## src/rtl/labu_pkg.sv

```systemverilog
// Package for the legacy Arabic byte to UTF-16 unit: request types, constants, mapping.
package labu_pkg;

  localparam logic [7:0]  ESC_BYTE    = 8'h04;
  localparam logic [7:0]  ARABIC_HIGH = 8'h06;
  localparam logic [15:0] CODE_CR     = 16'h000D;
  localparam logic [15:0] CODE_LF     = 16'h000A;
  localparam logic [1:0]  MAX_UNITS   = 2'd3;

  typedef struct packed {
    logic [7:0] byte_value;
    logic       is_last_byte;
  } char_req_t;

  typedef struct packed {
    logic [15:0] code_unit;
    logic        run_last;
  } unit_rsp_t;

  localparam logic [7:0] ARABIC_LOW [256] = '{
    8'h00,8'h01,8'h02,8'h03,8'h04,8'h05,8'h06,8'h07,
    8'h55,8'h09,8'h0a,8'h0b,8'h0c,8'h0d,8'h0e,8'h0f,
    8'h10,8'h11,8'h12,8'h13,8'h14,8'h15,8'h16,8'h17,
    8'h18,8'h19,8'h1a,8'h1b,8'h1c,8'h1d,8'h1e,8'h1f,
    8'h20,8'h21,8'h22,8'h23,8'h24,8'h25,8'h26,8'h27,
    8'h28,8'h29,8'h2a,8'h2b,8'h2c,8'h2d,8'h2e,8'h2f,
    8'h30,8'h31,8'h32,8'h33,8'h34,8'h35,8'h36,8'h37,
    8'h38,8'h39,8'h3a,8'h3b,8'h3c,8'h3d,8'h3e,8'h3f,
    8'h40,8'h41,8'h42,8'h43,8'h44,8'h45,8'h46,8'h47,
    8'h48,8'h49,8'h4a,8'h4b,8'h4c,8'h4d,8'h4e,8'h4f,
    8'h50,8'h51,8'h52,8'h53,8'h54,8'h55,8'h56,8'h57,
    8'h58,8'h59,8'h5a,8'h5b,8'h5c,8'h5d,8'h5e,8'h5f,
    8'h60,8'h61,8'h62,8'h63,8'h64,8'h65,8'h66,8'h67,
    8'h68,8'h69,8'h6a,8'h41,8'h6c,8'h6d,8'h6e,8'h6f,
    8'h70,8'h71,8'h72,8'h73,8'h74,8'h75,8'h76,8'h77,
    8'h78,8'h79,8'h7a,8'h7b,8'h7c,8'h7d,8'h7e,8'h7f,
    8'h80,8'h27,8'h28,8'h7e,8'h2a,8'h79,8'h2b,8'h2c,
    8'h86,8'h2d,8'h2e,8'h2f,8'h88,8'h30,8'h31,8'h91,
    8'h32,8'h98,8'h33,8'h34,8'h35,8'h36,8'h37,8'h38,
    8'h39,8'h3a,8'h41,8'h42,8'ha9,8'haf,8'h44,8'h45,
    8'h46,8'hba,8'h48,8'h26,8'hcc,8'hd2,8'hc1,8'hbe,
    8'h4d,8'h40,8'h50,8'h4e,8'h4f,8'h51,8'h11,8'haf,
    8'h56,8'he1,8'hb2,8'h53,8'h52,8'h4c,8'h24,8'ha3,
    8'h4a,8'hc3,8'hba,8'hbb,8'hbc,8'h70,8'h57,8'h54,
    8'hc0,8'hc1,8'hc2,8'hc3,8'hc4,8'hc5,8'hc6,8'h4b,
    8'h22,8'h23,8'h25,8'hcb,8'h1f,8'h1f,8'h1f,8'h14,
    8'h60,8'h61,8'h62,8'h63,8'h64,8'h65,8'h66,8'h67,
    8'h68,8'h69,8'hda,8'hdb,8'hdc,8'hdd,8'h6a,8'hdf,
    8'he0,8'he1,8'he2,8'he3,8'he4,8'he5,8'h13,8'h12,
    8'h6d,8'he9,8'h1b,8'heb,8'hec,8'h0c,8'h1f,8'hef,
    8'hc7,8'h0d,8'h0e,8'hd4,8'h19,8'h40,8'hf6,8'h01,
    8'h10,8'h6b,8'hfa,8'hfb,8'hfc,8'hfd,8'hfe,8'hff
  };

  function automatic logic [15:0] map_escaped(input logic [7:0] b);
    logic [15:0] u;
    case (b)
      8'h09, 8'h0A, 8'h0B, 8'h0C, 8'h0D, 8'h20: u = {8'h00, b};
      8'h3A: u = 16'h005E;
      8'hCB: u = 16'hFDF2;
      8'hDA: u = 16'h0021;
      8'hDB: u = 16'h007D;
      8'hDC: u = 16'h007B;
      8'hDD: u = 16'h0024;
      8'hDF: u = 16'h002F;
      8'hE0: u = 16'h2026;
      8'hE1: u = 16'h0029;
      8'hE2: u = 16'h0028;
      8'hE3: u = 16'h002A;
      8'hE4: u = 16'h002B;
      8'hE9: u = 16'h003A;
      8'hEB: u = 16'h00D7;
      8'hEC: u = 16'h003D;
      8'hEF: u = 16'h00F7;
      8'hF5: u = 16'h2212;
      8'hF6: u = 16'hFDFA;
      8'hFA: u = 16'h005D;
      8'hFB: u = 16'h005B;
      8'hFC: u = 16'h002E;
      8'hFD: u = 16'h2018;
      8'hFE: u = 16'h2019;
      default: u = {ARABIC_HIGH, ARABIC_LOW[b]};
    endcase
    return u;
  endfunction

  function automatic logic passes_through(input logic [7:0] b);
    return ((b >= 8'h09) && (b <= 8'h0D)) || ((b >= 8'h20) && (b <= 8'hFE));
  endfunction

endpackage

```

## src/rtl/legacy_arabic_byte_to_utf16_unit.sv

```systemverilog
// Top level: converts legacy Arabic-script record bytes to UTF-16 code units.
//
//  channel  | valid       | stall       | payload
//  ---------+-------------+-------------+---------------------------------------
//  request  | char_valid  | char_stall  | char_req : byte_value, is_last_byte
//  result   | unit_valid  | unit_stall  | unit_rsp : code_unit, run_last
//
// One request per cycle while each request yields at most one code unit and
// no result is stalled; the result register sends one code unit per cycle,
// so a multi-unit request holds the request side until its last unit is
// sent (end of record: CR LF burst). Units pass input, then result register.
// Reset clears the input register, the result count and the escape flag.
// A stalled result keeps the input register full; one request waits there.
module legacy_arabic_byte_to_utf16_unit import labu_pkg::*; (
  input  logic      clk,
  input  logic      rst,
  input  logic      char_valid,
  output logic      char_stall,
  input  char_req_t char_req,
  output logic      unit_valid,
  input  logic      unit_stall,
  output unit_rsp_t unit_rsp
);

  logic        ireg_valid;
  char_req_t   ireg;
  logic        escape_pending;
  logic        escape_pending_next;
  logic [1:0]  count;
  logic [15:0] units [3];

  logic [1:0]  n_units;
  logic [15:0] v [3];
  logic        take;
  logic        load;
  logic        accept;

  always_comb begin
    v[0] = CODE_CR;
    v[1] = CODE_LF;
    v[2] = CODE_LF;
    n_units = 2'd0;
    escape_pending_next = escape_pending;
    if (escape_pending) begin
      v[0] = map_escaped(ireg.byte_value);
      n_units = 2'd1;
      escape_pending_next = 1'b0;
    end else if (!ireg.is_last_byte) begin
      if (passes_through(ireg.byte_value)) begin
        v[0] = {8'h00, ireg.byte_value};
        n_units = 2'd1;
      end else if (ireg.byte_value == ESC_BYTE) begin
        escape_pending_next = 1'b1;
      end
    end
    if (ireg.is_last_byte) begin
      if (n_units == 2'd1) begin
        v[1] = CODE_CR;
        v[2] = CODE_LF;
        n_units = MAX_UNITS;
      end else begin
        n_units = 2'd2;
      end
      escape_pending_next = 1'b0;
    end
  end

  assign unit_valid = (count != 2'd0);
  assign take       = unit_valid && !unit_stall;
  assign load       = ireg_valid && ((count == 2'd0) || ((count == 2'd1) && take));
  assign char_stall = ireg_valid && !load;
  assign accept     = char_valid && !char_stall;

  assign unit_rsp.code_unit = units[0];
  assign unit_rsp.run_last  = (count == 2'd1);

  always_ff @(posedge clk) begin
    if (rst) begin
      ireg_valid     <= 1'b0;
      count          <= 2'd0;
      escape_pending <= 1'b0;
    end else begin
      if (accept) begin
        ireg_valid <= 1'b1;
      end else if (load) begin
        ireg_valid <= 1'b0;
      end
      if (load) begin
        count          <= n_units;
        escape_pending <= escape_pending_next;
      end else if (take) begin
        count <= count - 2'd1;
      end
    end
  end

  always_ff @(posedge clk) begin
    if (accept) begin
      ireg <= char_req;
    end
    if (load) begin
      units[0] <= v[0];
      units[1] <= v[1];
      units[2] <= v[2];
    end else if (take) begin
      units[0] <= units[1];
      units[1] <= units[2];
    end
  end

  a_idle_no_stall: assert property (@(posedge clk) disable iff (rst)
    !ireg_valid |-> !char_stall)
    else $error("request stalled with empty input register");

  a_last_clears_escape: assert property (@(posedge clk) disable iff (rst)
    (load && ireg.is_last_byte) |=> !escape_pending)
    else $error("escape flag survived end of record");

  a_last_gives_crlf: assert property (@(posedge clk) disable iff (rst)
    (load && ireg.is_last_byte) |=> (unit_valid && (count >= 2'd2)))
    else $error("end of record without CR LF");

endmodule
```

## config.mk

```make
export PLATFORM = sky130hd
export DESIGN_NAME = legacy_arabic_byte_to_utf16_unit
export DESIGN_NICKNAME = d
export VERILOG_FILES = /design/src/rtl/labu_pkg.sv /design/src/rtl/legacy_arabic_byte_to_utf16_unit.sv
export SDC_FILE = /design/constraint.sdc
export NUM_CORES = 1
export LEC_CHECK = 0
export BUFFER_PORTS_ARGS = -buffer_cell sky130_fd_sc_hd__buf_2
export CAP_MARGIN = 25
export CELL_PAD_IN_SITES_DETAIL_PLACEMENT = 1
export CELL_PAD_IN_SITES_GLOBAL_PLACEMENT = 1
export CORE_ASPECT_RATIO = 2
export CORE_UTILIZATION = 35
export CTS_BUF_LIST = sky130_fd_sc_hd__clkbuf_8
export DETAILED_ROUTE_END_ITERATION = 16
export HOLD_SLACK_MARGIN = 0.03
export PLACE_DENSITY = 0.65
export SLEW_MARGIN = 20
export SYNTH_ARGS = -nofsm -noshare
export SYNTH_HDL_FRONTEND = slang
export SYNTH_SLANG_ARGS = --single-unit
export TNS_END_PERCENT = 5
```

## constraint.sdc

```tcl
create_clock -name clk -period 8.4 [get_ports clk]
set_input_delay 1.26 -clock clk [delete_from_list [all_inputs] [get_ports clk]]
set_output_delay 1.26 -clock clk [all_outputs]
set_load 0.02 [all_outputs]
```

# After elaboration in Yosys (flattened, before gate mapping)
# Memories as Yosys holds them, arrays and structs flattened.
# Cells that the tools add are included.
dict set report op_classes {
  n_mux 28
  bitwise 3
  n_lt_le_gt_ge 5
  reduce_logical 17
  add_sub_neg 1
  n_eq_ne 32
}
# cell n
set op_table {}
lappend op_table {{16-bit one-hot mux with 24 select lines} 1}
lappend op_table {{8-bit == test, second input constant} 22}
lappend op_table {{16-bit 2-to-1 mux} 3}
lappend op_table {{8-bit by 4-bit == test with 1-bit output, second input constant} 5}
lappend op_table {{19-bit 2-to-1 mux} 2}
lappend op_table {{8-bit 2-to-1 mux} 4}
lappend op_table {{8-bit by 6-bit == test with 1-bit output, second input constant} 2}
lappend op_table {{1-bit 2-to-1 mux} 15}
lappend op_table {{9-bit greater-or-equal comparator, second input constant} 1}
lappend op_table {{8-bit NOT with 9-bit output} 1}
lappend op_table {{8-bit by 3-bit == test with 1-bit output, second input constant} 1}
lappend op_table {{8-bit by 4-bit greater-or-equal comparator with 1-bit output, second input constant} 1}
lappend op_table {{8-bit by 6-bit greater-or-equal comparator with 1-bit output, second input constant} 1}
lappend op_table {{8-bit by 4-bit less-or-equal comparator with 1-bit output, second input constant} 1}
lappend op_table {{8-bit less-or-equal comparator, second input constant} 1}
lappend op_table {{1-bit logical AND} 7}
lappend op_table {{2-bit 2-to-1 mux} 3}
lappend op_table {{2-bit nonzero test} 3}
lappend op_table {{6-bit OR reduction} 1}
lappend op_table {{2-bit by 1-bit == test with 1-bit output, second input constant} 2}
lappend op_table {{1-bit logical NOT} 3}
lappend op_table {{2-bit logical NOT} 1}
lappend op_table {{1-bit logical OR} 2}
lappend op_table {{1-bit OR} 2}
lappend op_table {{2-bit by 1-bit subtractor with 2-bit output, second input constant} 1}
dict set report totals {
  word_cells 93
  romBits 2048
  mem_count 2
  ramBits 48
  register_bits 13
  out_inout_bits 19
  in_bits 13
}
# memory depth width read_ports rd_ports_with_merged_regs write_ports line
set memory_table {}
lappend memory_table {{(name not given)} 256 8 1 0 0 labu_pkg.sv:82} ;# default: u = {ARABIC_HIGH, ARABIC_LOW[b]};
lappend memory_table {units 3 16 3 0 3 legacy_arabic_byte_to_utf16_unit.sv:30} ;# logic [15:0] units [3];

# Longest topological paths before layout
# Gate-level depths: netlist (run 1).
dict set report logic_depth {
  ltp_word 10
  mapped_depth 12
  depth_no_buf 10
}

# Worst setup path after synthesis (run 1)
# Ideal clock, no wire load.
dict set report synth_path {
  path_kind {register to register}
  from {reg ireg[2] (netlist bit)}
  to {mem units[0][3], data pin}
  path_buffers 2
  slack_ns 5.461
  setup_ns 0.145
  stages_incl_launch_ff 12
  arrival_time_ns 2.794
  t_required_ns 8.255
  cell_sequence {edfxtp_1 > clkbuf_1 > inv_1 > ha_1 > buf_6 > or3b_1 > a21oi_1 > o22ai_1 > nor4b_4 > inv_2 > o31a_1 > o21ai_1}
}
# item line
set synth_rtl {}
lappend synth_rtl {{start, declared} legacy_arabic_byte_to_utf16_unit.sv:26} ;# char_req_t ireg;
lappend synth_rtl {{start signal, assigned} legacy_arabic_byte_to_utf16_unit.sv:99} ;# ireg <= char_req;
lappend synth_rtl {{end, declared} legacy_arabic_byte_to_utf16_unit.sv:30}

==> results.sh, run 1 <==
export IMPL_ys_types=71
export IMPL_synth_top_flop_cell="edfxtp_1"
export IMPL_ys_async_sr_fraction_pct=0
export IMPL_min_from="units[0][17]"
export IMPL_cts_tree="yes"
export IMPL_grt_max_degree=89
export IMPL_p_sw_share_pct=47.2
export IMPL_hold_class="reg -> reg"
export IMPL_cts_repair_resized=0
export IMPL_ir_drop_v=0.0000756
export IMPL_postCtsSetupBuffers=0
export IMPL_layout_cells_non_filler=574
export IMPL_path_max_fanout=21
export IMPL_hold_viol=0
export IMPL_rsz0062_at_grt="false"
export IMPL_holdBufCountCts=0
export IMPL_clock_skew_ns=0.00462
export IMPL_critical_path_max_stage_delay_ns=0.81
export IMPL_arrival_ns=3.96
export IMPL_power_density_mw_per_mm2=160
export IMPL_gp_congestion=1.03
export IMPL_drc=0
export IMPL_drt_wl_total_um=15700
export IMPL_clock_fmax_mhz=254
export IMPL_setup_viol=0
export IMPL_sequentialPowerShare_pct=32.9
export IMPL_die_w_um=72.5
export IMPL_final_cell_mix="45 x nand2_1, 33 x a21oi_1, 32 x nor2_1"
export IMPL_ant_nets=0
export IMPL_synth_xor_xnor_area_share_pct=1.01
export IMPL_power_switching_w=0.000270
export IMPL_ys_ff_latch=27
export IMPL_num_io_pins=32
export IMPL_dp_cells=570
export IMPL_synth_compound_area_share_pct=33.3
export IMPL_die_area_mm2=0.0104
export IMPL_portBuffers=31
export IMPL_crit_path_start_kind="flip-flop"
export IMPL_dr_pass1_iters=5
export IMPL_crit_chain="inv_1 > ha_1 > nor2b_1 > a2111oi_0 > a31oi_1 > nor4b_4 > a221oi_1 > o221ai_1"
export IMPL_fill_cells=1238
export IMPL_intPower_w=0.000302
export IMPL_synth_seq_area_share_pct=22.2
export IMPL_crit_buf_inv=1
export IMPL_crit_family="compound AO/OA/AOI/OAI gates"
export IMPL_synth_avg_cell_area_um2=7.59
export IMPL_hpwlAfterDp_um=11700
export IMPL_rows=51
export IMPL_synth_cells=458
export IMPL_status="finished clean"
export IMPL_synth_top_family_by_area="compound AO/OA/AOI/OAI gates"
export IMPL_drive_above_1_share_pct=12.2
export IMPL_comb_power_share_pct=53.7
export IMPL_grt_usage_pct=31.1
export IMPL_yosys_area_share_simple_pct=23.1
export IMPL_maxCapViolCount=0
export IMPL_drv_slew=0
export IMPL_cts_root_buf="clkbuf_8"
export IMPL_die_h_um=143
export IMPL_reg2reg_from="ireg[2]"
export IMPL_cts_inserted_buffers=3
export IMPL_final_common_cell="nand2_1"
export IMPL_max_slew_worst_pin_slew_ns=0.889
export IMPL_crit_start="ireg[2]"
export IMPL_grt_pass1_vias=3845
export IMPL_syn_to_final_growth_pct=2.66
export IMPL_drt_iter0_drc=323
export IMPL_netlist_area_mm2=0.00348
export IMPL_slew_headroom_pct=40.7
export IMPL_layout_nets=472
export IMPL_slowest_stage="ha_1"
export IMPL_start_util_pct=35.9
export IMPL_numClockSinks=27
export IMPL_period_minus_slack_ns=3.94
export IMPL_antenna_cells=0
export IMPL_synth_warnings=0
export IMPL_grt_pass1_wl_um=23500
export IMPL_vias=3807
export IMPL_post_route_period_util_pct=47.0
export IMPL_h_tree_depth=1
export IMPL_antenna_found_initial=0
export IMPL_clock_latency_ns=0.28
export IMPL_grt_ovfl_total=0
export IMPL_tns_ns=0
export IMPL_synth_edf_count=23
export IMPL_synth_mux_area_share_pct=3.31
export IMPL_via_per_inst=6.63
export IMPL_p_leak_nw=1.30
export IMPL_synthAdderAreaFrac_pct=5.76
export IMPL_required_ns=8.42
export IMPL_cp_end_kind="flip-flop"
export IMPL_critPathKind="reg -> reg"
export IMPL_cts_max_path_buffers=2
export IMPL_synth_nets=487
export IMPL_wire_per_inst_um=27.4
export IMPL_clkPwrFrac_pct=13.4
export IMPL_fp_coreArea_mm2=0.00970
export IMPL_path_clk_slew_ns=0.10
[final timing paths]
check | endpoint | slack (ns) | cells past startpoint
min | units[0][1] | 0.58 | 2
min reg2reg | units[0][1] | 0.58 | 2
max reg2reg | units[0][1] | 4.46 | 8
max | units[0][1] | 4.46 | 8
[flip-flops by register name (all words and copies together), names as in the netlist]
signal / cells
count: 2
escape_pending: 1
ireg_valid: 1
ireg: 9
units: 14
[power by group through the flow]
| stage | registers [W] | clock network, W | logic, W |
|---|---|---|---|
| 2_1_floorplan | 0.000187 | 0 | 0.000230 |
| 3_3_place_gp | 0.000192 | 0 | 0.000296 |
| 3_5_place_dp | 0.000191 | 0 | 0.000302 |
| 4_1_cts | 0.000188 | 0.0000783 | 0.000303 |
| 5_1_grt | 0.000191 | 0.0000805 | 0.000328 |
| 6_report | 0.000188 | 0.0000765 | 0.000307 |
[layer usage]
metal,GRT usage [%],share of wire [%],vias up
met3,3.03,4.5,82
met4,27.7,10,0
met2,55.0,52,199
met1,31.3,33,1845
met5,0,0,-
li1,-,-,1681
[worst reg2reg max path, cell delays in order (launching register included)]
cell,delay [ns]
edfxtp_1,0.68
inv_1,0.39
ha_1,0.81
nor2b_1,0.25
a2111oi_0,0.67
a31oi_1,0.17
nor4b_4,0.24
a221oi_1,0.30
o221ai_1,0.17
[cells by family after synthesis]
family,after synthesis
AOI/OAI and AO/OA,167
and+or+nand+nor,158
buffers and inverters,76
DFF,27
adders and majority gates,16
muxes,10
xor gates and xnor gates,4
[synthesized netlist by cell type (6+ instances only)]
library cell  instances  area [um2]
edfxtp_1             23         691
mux2i_1               7        70.1
ha_1                 16         200
o31ai_1               6        45.0
and2_1                8        50.1
nand3_1              13        65.1
buf_4                18         135
nand2b_1             15        93.8
clkbuf_1             21        78.8
nor3_1               10        50.1
a31oi_1              15        93.8
nor2b_1              16         100
o21ai_0              25         125
buf_2                14        70.1
a311oi_1             10        87.6
o22ai_1               7        43.8
a21oi_1              33         165
nand2_1              45         169
nor2_1               32         120
a211oi_1              7        52.6
inv_1                15        56.3
[layout make-up]
cell class                      instances  area [um2]  share of cell area (%)
Clock inverter                          1        3.75                   0.105
Tap cell                              132         165                    4.63
Inverter                               18        67.6                    1.89
Multi-Input combinational cell        355        2310                    64.8
Timing Repair Buffer                   38         208                    5.82
Clock buffer                            3        41.3                    1.16
Sequential cell                        27         771                    21.6
[per-stage QoR]
step                total power, W  utilization, %  hold WS, ns  area (um2)  setup slack, ns
floorplan                 0.000416               -        0.504        3480             5.46
global placement          0.000488            36.3        0.550        3520             4.60
detailed placement        0.000493            36.4        0.545        3530             4.54
CTS                       0.000569            36.8        0.572        3570             4.49
global route              0.000600            36.8        0.598        3570             4.21
finish                    0.000572            36.8        0.578        3570             4.46
(Power assumes the default switching activity.)
==> run 2, diff against run 1 <==
clock period = 3.82 ns   (was 8.4 ns; I/O delays follow)
==> run 2 against run 1 <==
Effect of this change: final cell count is 3.5% higher; global-route usage rose by 1.5 points; non-clock buffer count grew 19; critical path depth rose by 1; total power up 130%; routed wire length is 3.7% higher; design area up 4.8%; critical path type unchanged; highest routed layer unchanged.
==> results.sh, run 2 (synthesis gave the netlist of run 1 again) <==
export IMPL_clock_skew_ns=0.0256
export IMPL_num_io_pins=32
export IMPL_arrival_ns=3.61
export IMPL_cts_root_buf="clkbuf_8"
export IMPL_hold_class="in -> reg"
export IMPL_reg2reg_from="ireg[1]"
export IMPL_rr_endpoint="units[0][5]"
export IMPL_final_common_cell="nand2_1"
export IMPL_setup_viol=0
export IMPL_drt_iter0_drc=345
export IMPL_maxCapViolCount=0
export IMPL_drt_wl_total_um=16300
export IMPL_crit_family="compound AO/OA/AOI/OAI gates"
export IMPL_drv_slew=0
export IMPL_wire_per_inst_um=27.4
export IMPL_grt_pass1_vias=3987
export IMPL_cts_inserted_buffers=3
export IMPL_fp_coreArea_mm2=0.00970
export IMPL_slowest_stage="a311oi_1"
export IMPL_period_minus_slack_ns=3.57
export IMPL_via_per_inst=6.63
export IMPL_cts_tree="yes"
export IMPL_die_area_mm2=0.0104
export IMPL_antenna_found_initial=1
export IMPL_crit_start="ireg[1]"
export IMPL_start_util_pct=35.9
export IMPL_grt_max_degree=58
export IMPL_die_w_um=72.5
export IMPL_grt_pass1_wl_um=24500
export IMPL_critical_path_max_stage_delay_ns=0.66
export IMPL_postCtsSetupBuffers=0
export IMPL_power_w=0.00130
export IMPL_die_h_um=143
export IMPL_endpoint="units[0][5]"
export IMPL_h_tree_depth=1
export IMPL_max_slew_worst_pin_slew_ns=0.801
export IMPL_path_max_fanout=10
export IMPL_power_switching_w=0.000613
export IMPL_grt_usage_pct=32.6
export IMPL_slew_headroom_pct=46.5
export IMPL_syn_to_final_growth_pct=7.59
export IMPL_hold_viol=0
export IMPL_path_clk_slew_ns=0.12
export IMPL_post_route_period_util_pct=93.5
export IMPL_dp_cells=589
export IMPL_numClockSinks=27
export IMPL_tns_ns=0
export IMPL_power_density_mw_per_mm2=348
export IMPL_crit_path_start_kind="flip-flop"
export IMPL_rsz0062_at_grt="false"
export IMPL_top_usage_layer="met2"
export IMPL_dpl_cell_area_mm2=0.00369
export IMPL_drive_above_1_share_pct=16.1
export IMPL_drc=0
export IMPL_comb_power_share_pct=54.3
export IMPL_r2r_cells=9
export IMPL_grt_ovfl_total=0
export IMPL_reg_largest_list="units (14), ireg (9), count (2)"
export IMPL_clock_latency_ns=0.30
export IMPL_status="finished clean"
export IMPL_hpwlAfterDp_um=12400
export IMPL_ir_drop_v=0.000160
export IMPL_crit_chain="inv_1 > ha_1 > nand2_1 > a311oi_1 > a2111oi_0 > a2111o_1 > a31oi_1 > o2111ai_1 > a22o_1"
export IMPL_cts_repair_resized=0
export IMPL_use_met2_pct=56.3
export IMPL_vias=3939
export IMPL_p_sw_share_pct=47.0
export IMPL_largest_register_ffs=14
export IMPL_layout_cells_non_filler=594
export IMPL_crit_cells=9
export IMPL_use_met3_pct=5.22
export IMPL_gp_congestion=1.00
export IMPL_ff2ff_setup_slack_ns=0.25
export IMPL_dr_pass1_iters=5
export IMPL_portBuffers=31
export IMPL_layout_nets=491
export IMPL_crit_buf_inv=1
export IMPL_regMostFlops="units"
export IMPL_critPathKind="reg -> reg"
export IMPL_rows=51
export IMPL_cp_end_kind="flip-flop"
export IMPL_intPower_w=0.000691
export IMPL_holdBufCountCts=0
export IMPL_use_met1_pct=33.0
export IMPL_clock_fmax_mhz=280
export IMPL_final_cell_mix="45 x nand2_1, 33 x a21oi_1, 32 x nor2_1"
export IMPL_ant_nets=0
export IMPL_postLayoutCellArea_mm2=0.00374
export IMPL_required_ns=3.86
export IMPL_clkPwrFrac_pct=13.5
export IMPL_cts_max_path_buffers=2
export IMPL_p_leak_nw=1.40
export IMPL_sequentialPowerShare_pct=32.2
[run 2: cell count changes in the layout (fill, tap and decap cells not counted), sizes merged]
cell,delta
buf,+19
clkinv,+1
inv,-1
diode,+1
[run 2: final cells by class]
type / count / area [um2]
diodes: 1 / 2.50
clock buffers: 3 / 41.3
clock inverters: 1 / 5.00
fillers: 1234 / 5960
inverters: 18 / 67.6
multi-input cells: 355 / 2310
flip-flops and latches: 27 / 771
well taps: 132 / 165
repair buffers: 57 / 375
[run 2: worst reg2reg max path: stages, from the launching register on]
cell and delay [ns]:
edfxtp_1 0.59, inv_1 0.18, ha_1 0.52, nand2_1 0.18, a311oi_1 0.66, a2111oi_0 0.16
a2111o_1 0.43, a31oi_1 0.24, o2111ai_1 0.14, a22o_1 0.20
[run 2: stage by stage]
stage                     hold WS [ns]  utilization, %  worst slack (ns)
final                            0.440            38.6             0.248
after global routing             0.438            38.6            0.0701
after CTS                        0.440            38.6             0.415
after detailed placement         0.545            38.1             0.459
after global placement           0.538            38.0             0.471
after floorplan                  0.504               -             0.881
[run 2: worst min path at each step]
stage / start / endpoint / slack [ns] / cells past startpoint
floorplan: units[0][17] / units[0][1] / 0.50 / 2
global placement: units[0][17] / units[0][1] / 0.54 / 2
detailed placement: units[0][17] / units[0][1] / 0.55 / 2
CTS: char_req[5] / ireg[5] / 0.44 / 1
global route: char_req[7] / ireg[7] / 0.44 / 1
finish: char_req[7] / ireg[7] / 0.44 / 1
[run 2: power groups by stage]
stage	Clock, W	Combinational (W)	Sequential, W
after detailed placement	0	0.000685	0.000427
final	0.000176	0.000708	0.000420
after floorplan	0	0.000506	0.000410
after CTS	0.000180	0.000688	0.000421
after global routing	0.000183	0.000755	0.000426
after global placement	0	0.000673	0.000426
[run 2: metal layers]
metal | part of all wire, % | vias to the layer above
met5 | 0 | -
met3 | 5.8 | 103
met4 | 11 | 0
met1 | 33 | 1898
met2 | 51 | 218
li1 | - | 1720
